--- config.mk ---
export PLATFORM = sky130hd
export DESIGN_NAME = vss_ctrl
export DESIGN_NICKNAME = d
export VERILOG_FILES = /design/src/design/vss_pkg.sv /design/src/design/vss_ctrl.sv
export SDC_FILE = /design/constraint.sdc
export NUM_CORES = 1
export LEC_CHECK = 0
export BUFFER_PORTS_ARGS = -buffer_cell sky130_fd_sc_hd__buf_4
export CAP_MARGIN = 30
export CORE_MARGIN = 2
export CORE_UTILIZATION = 59
export DETAILED_ROUTE_END_ITERATION = 12
export PLACE_DENSITY = 0.9
export SYNTH_ARGS = -nofsm -noshare
export SYNTH_HDL_FRONTEND = slang
export SYNTH_SLANG_ARGS = --single-unit
--- constraint.sdc ---
create_clock -name clk -period 4.2 [get_ports clk]
set_input_delay 0.63 -clock clk [delete_from_list [all_inputs] [get_ports clk]]
set_output_delay 0.63 -clock clk [all_outputs]
set_load 0.01 [all_outputs]
--- src/design/vss_pkg.sv ---
// Package for the vector similarity score block: defaults, field widths,
// metric codes and the command/status structs between controller and datapath.
// No dependencies.
package vss_pkg;

	localparam int ELEMENT_WIDTH_DEF = 16;
	localparam int ACCUM_WIDTH_DEF   = 48;
	localparam int FRACTION_BITS_DEF = 16;

	localparam int ELEM_FIELD_W  = 16;
	localparam int SCORE_W       = 64;
	localparam int MODE_W        = 2;

	localparam logic [MODE_W-1:0] MODE_COSINE = 2'd0;
	localparam logic [MODE_W-1:0] MODE_L2     = 2'd1;
	localparam logic [MODE_W-1:0] MODE_INNER  = 2'd2;

	// Half-width of the square-root radicand (also the root width).
	function automatic int vss_root_half(input int aw, input int fb);
		int a;
		int b;
		a = aw - 1;
		b = (aw - 1 + 2 * fb + 1) / 2;
		return (a > b) ? a : b;
	endfunction

	typedef struct packed {
		logic       clear;
		logic       mul_first;
		logic       mul_issue;
		logic       mul_add;
		logic [1:0] mul_sel;
		logic       root_load_l2;
		logic       root_load_cos;
		logic       root_step;
		logic       div_init;
		logic       div_step;
		logic       out_load;
	} vss_cmd_t;

	typedef struct packed {
		logic is_l2;
		logic is_inner;
		logic cos_zero;
	} vss_stat_t;

endpackage

--- src/design/vss_ctrl.sv ---
// Controller: input handshake, finishing sequence and score valid flag.
// Depends on vss_pkg.
module vss_ctrl import vss_pkg::*; #(
	parameter int ACCUM_WIDTH   = ACCUM_WIDTH_DEF,
	parameter int FRACTION_BITS = FRACTION_BITS_DEF
) (
	input  logic      clk,
	input  logic      arst_n,
	input  logic      in_valid,
	input  logic      in_last,
	output logic      in_ready,
	output logic      out_valid,
	input  logic      out_ready,
	input  vss_stat_t stat,
	output vss_cmd_t  cmd
);
	localparam int RHALF = vss_root_half(ACCUM_WIDTH, FRACTION_BITS);
	localparam int MAXC0 = (RHALF > FRACTION_BITS) ? RHALF : FRACTION_BITS;
	localparam int MAXC  = (MAXC0 > 6) ? MAXC0 : 6;
	localparam int CW    = $clog2(MAXC + 1);

	typedef enum logic [6:0] {
		S_ACCUM  = 7'b0000001,
		S_DRAIN  = 7'b0000010,
		S_DECIDE = 7'b0000100,
		S_MULT   = 7'b0001000,
		S_ROOT   = 7'b0010000,
		S_DIVSET = 7'b0100000,
		S_DIVIDE = 7'b1000000
	} vss_state_t;

	vss_state_t    state_q, state_n;
	logic [CW-1:0] cnt_q, cnt_n;
	logic          out_valid_q, out_valid_n;
	logic          finish_q, finish_n;
	logic          slot_free;

	assign in_ready  = (state_q == S_ACCUM) && !finish_q;
	assign out_valid = out_valid_q;
	assign slot_free = !out_valid_q || out_ready;

	always_comb begin
		state_n     = state_q;
		cnt_n       = cnt_q;
		finish_n    = finish_q;
		out_valid_n = out_valid_q && !out_ready;
		cmd         = '0;
		case (state_q)
			S_ACCUM: begin
				if (finish_q) begin
					if (slot_free) begin
						cmd.out_load = 1'b1;
						cmd.clear    = 1'b1;
						out_valid_n  = 1'b1;
						finish_n     = 1'b0;
					end
				end else if (in_valid && in_last) begin
					state_n = S_DRAIN;
				end
			end
			S_DRAIN: state_n = S_DECIDE;
			S_DECIDE: begin
				cnt_n = '0;
				if (stat.is_l2) begin
					cmd.root_load_l2 = 1'b1;
					state_n          = S_ROOT;
				end else if (stat.is_inner || stat.cos_zero) begin
					finish_n = 1'b1;
					state_n  = S_ACCUM;
				end else begin
					state_n = S_MULT;
				end
			end
			S_MULT: begin
				cmd.mul_sel   = cnt_q[1:0];
				cmd.mul_issue = (cnt_q < CW'(4));
				cmd.mul_first = (cnt_q == '0);
				cmd.mul_add   = (cnt_q != '0) && (cnt_q < CW'(5));
				cnt_n         = cnt_q + 1'b1;
				if (cnt_q == CW'(5)) begin
					cmd.root_load_cos = 1'b1;
					cnt_n             = '0;
					state_n           = S_ROOT;
				end
			end
			S_ROOT: begin
				cmd.root_step = 1'b1;
				cnt_n         = cnt_q + 1'b1;
				if (cnt_q == CW'(RHALF - 1)) begin
					cnt_n = '0;
					if (stat.is_l2) begin
						finish_n = 1'b1;
						state_n  = S_ACCUM;
					end else begin
						state_n = S_DIVSET;
					end
				end
			end
			S_DIVSET: begin
				cmd.div_init = 1'b1;
				cnt_n        = '0;
				if (FRACTION_BITS == 0) begin
					finish_n = 1'b1;
					state_n  = S_ACCUM;
				end else begin
					state_n = S_DIVIDE;
				end
			end
			S_DIVIDE: begin
				cmd.div_step = 1'b1;
				cnt_n        = cnt_q + 1'b1;
				if (cnt_q == CW'(FRACTION_BITS - 1)) begin
					finish_n = 1'b1;
					state_n  = S_ACCUM;
				end
			end
			default: state_n = S_ACCUM;
		endcase
	end

	always_ff @(posedge clk or negedge arst_n) begin
		if (!arst_n) begin
			state_q     <= S_ACCUM;
			cnt_q       <= '0;
			out_valid_q <= 1'b0;
			finish_q    <= 1'b0;
		end else begin
			state_q     <= state_n;
			cnt_q       <= cnt_n;
			out_valid_q <= out_valid_n;
			finish_q    <= finish_n;
		end
	end
endmodule

==> flow_metrics.env <==
export IMPL_critPathSlowestCell="dfrtp_1"
export IMPL_arrival_ps=2110
export IMPL_fin_setup_tns_ps=0
export IMPL_path_common_cell="nor3_1"
export IMPL_antenna_found_initial=0
export IMPL_areaGrowthSynthToFinish_pct=13.4
export IMPL_max_cap_violations=0
export IMPL_drive_gt1_share_pct=25.6
export IMPL_drt_iter0_markers=55
export IMPL_slowest_delay_ps=540
export IMPL_ir_worst_vdd_mv=0.313
export IMPL_ys_ff_latch=15
export IMPL_drc=0
export IMPL_cts_tree="built"
export IMPL_syn_avg_cell_area_um2=8.65
export IMPL_fin_skew_ps=5.61
export IMPL_grt_pass1_vias=1050
export IMPL_finalCritPeriodShare_pct=65.2
export IMPL_power_density_mw_per_mm2=385
export IMPL_overflow=0
export IMPL_diodes=0
export IMPL_io_buffers=21
export IMPL_ys_warnings_count=0
export IMPL_wire_per_inst_um=15.5
export IMPL_slew_limit_headroom_pct=64.7
export IMPL_timing_critical_path_cells="nor3_1 -> and4b_1 -> nand2_1 -> nor3_1 -> buf_4"
export IMPL_syn_inst=138
export IMPL_critPathKind="reg -> out"
export IMPL_rsz0062_at_grt="no"
export IMPL_crit_path_end_kind="primary output"
export IMPL_die_h_um=49.0
export IMPL_synth_cell_types=49
export IMPL_cp_required_ps=3570
export IMPL_grt_use_total_pct=25.6
export IMPL_place_area_mm2=0.00133
export IMPL_synth_edff_count=0
export IMPL_grt_start_max_net_pins=16
export IMPL_drt_wl_total_mm=2.83
export IMPL_dp_hpwl_mm=2.10
export IMPL_gp_congestion=0.930
export IMPL_post_cts_buffers=0
export IMPL_final_common_cell="buf_4"
export IMPL_cts_max_level=1
export IMPL_drtAntennaViolNets=0
export IMPL_cts_buffers=3
export IMPL_clkSinkCount=15
export IMPL_postCtsHoldBufs=0
export IMPL_grt_pass1_wl_mm=4.75
export IMPL_first_pass_iters=5
export IMPL_num_vias=1103
export IMPL_cp_max_fo=13
export IMPL_setup_viol=0
export IMPL_p_leak_nw=0.616
export IMPL_clockRootBuffer="clkbuf_4"
export IMPL_coreArea_mm2=0.00194
export IMPL_initial_core_util_pct=61.5
export IMPL_vias_per_cell=6.03
export IMPL_crit_buf_inv=1
export IMPL_hp_class="in -> async"
export IMPL_fmax_ghz=0.365
export IMPL_cts_resized=0
export IMPL_syn_num_nets=151
export IMPL_die_x_um=49.0
export IMPL_slew_violations=0
export IMPL_outcome="finished clean"
export IMPL_tightest_slew_ps=529
export IMPL_nets=170
export IMPL_clk_latency_ps=300
export IMPL_die_area_mm2=0.00240
export IMPL_syn_cell_area_mm2=0.00119
export IMPL_placementRows=16
export IMPL_cp_start_kind="flop"
export IMPL_clk_pin_slew_ps=100
export IMPL_clockBufferDepth=2
export IMPL_async_reset_ff_share_pct=100
export IMPL_fin_crit_ps=2740
export IMPL_total_power_mw=0.521
export IMPL_postLayoutCellArea_mm2=0.00135
export IMPL_hold_violations=0
export IMPL_synthFlopType="dfrtp_1"
export IMPL_ios=22
export IMPL_mostFrequentLayoutCells="21 x buf_4, 14 x nor2_1, 14 x dfrtp_1, 10 x nand2_1, 9 x nor3_1"
export IMPL_seq_area_frac_synth_pct=31.6
export IMPL_cp_top_family="simple AND/OR/NAND/NOR gates"
## cell usage after synthesis, types with 4 or more instances
library cell  count  share of area [%]
nand3_1           4                1.7
o21ai_0           7                2.9
nand2_1          10                3.1
nor3_1            9                3.8
inv_1             5                1.6
a21oi_1           6                2.5
and2_1            5                2.6
dfrtp_1          14                 29
nor2_1           14                4.4
nand2b_1          4                2.1
ha_1              5                5.2
## cell type report
| class | count | area [µm²] |
|---|---|---|
| clock buffer | 3 | 22.5 |
| clock inverter | 1 | 5.00 |
| fill | 176 | 588 |
| inverter | 6 | 22.5 |
| multi-input combinational | 110 | 736 |
| sequential | 15 | 377 |
| tap | 27 | 33.8 |
| timing repair buffer | 21 | 158 |
## stage by stage
stage / hold WS, ps / setup WS, ps / util (%) / instances
floorplan: 334 / 2080 / - / 138
global placement: 494 / 2010 / 68.3 / 179
detailed placement: 499 / 1830 / 68.3 / 179
CTS: 170 / 1480 / 69.7 / 183
global route: 170 / 1300 / 69.7 / 183
finish: 160 / 1460 / 69.7 / 183
## power by group
group | leakage, nW | switching, mW | total, mW | internal (mW)
logic | 0.395 | 0.121 | 0.221 | 0.100
clock network | 0.0177 | 0.0551 | 0.0906 | 0.0355
registers | 0.204 | 0.0388 | 0.209 | 0.170
total | 0.616 | 0.215 | 0.521 | 0.306
## sequential cells by signal (all words and copies together), names as in the netlist
| name | cells |
|---|---|
| state_q | 7 |
| cnt_q | 6 |
| finish_q | 1 |
| out_valid | 1 |
## logic make-up after synthesis
kind of cell               share of synthesized area (%)
AOI/OAI and AO/OA                                   15.6
and+or+nand+nor                                     34.1
xor gates and xnor gates                            3.67
DFF                                                 31.6
adders and majority gates                           5.24
buffers and inverters                               6.81
muxes                                               3.04
## routing by layer
layer  track usage [%]  vias to the layer above  share of wire, %
li1                  -                      534                 -
met1              33.6                      507                41
met2              43.2                       58                49
met5                 0                        -                 0
met3              3.99                        4               8.2
met4              8.57                        0               1.4
## path summary, 6_finish.rpt
kind                                 start         end  slack [ps]  cells after the start
min in group clk                   stat[2]  state_q[5]         540                      2
worst min-delay path                arst_n    cnt_q[0]         160                      1
worst max register to register  state_q[5]  state_q[5]        2300                      5
worst max-delay path            state_q[5]      cmd[8]        1460                      5
max in group asynchronous           arst_n  state_q[0]        3790                      1
worst min register to register    finish_q   out_valid         560                      2
(Power assumes the default switching activity.)
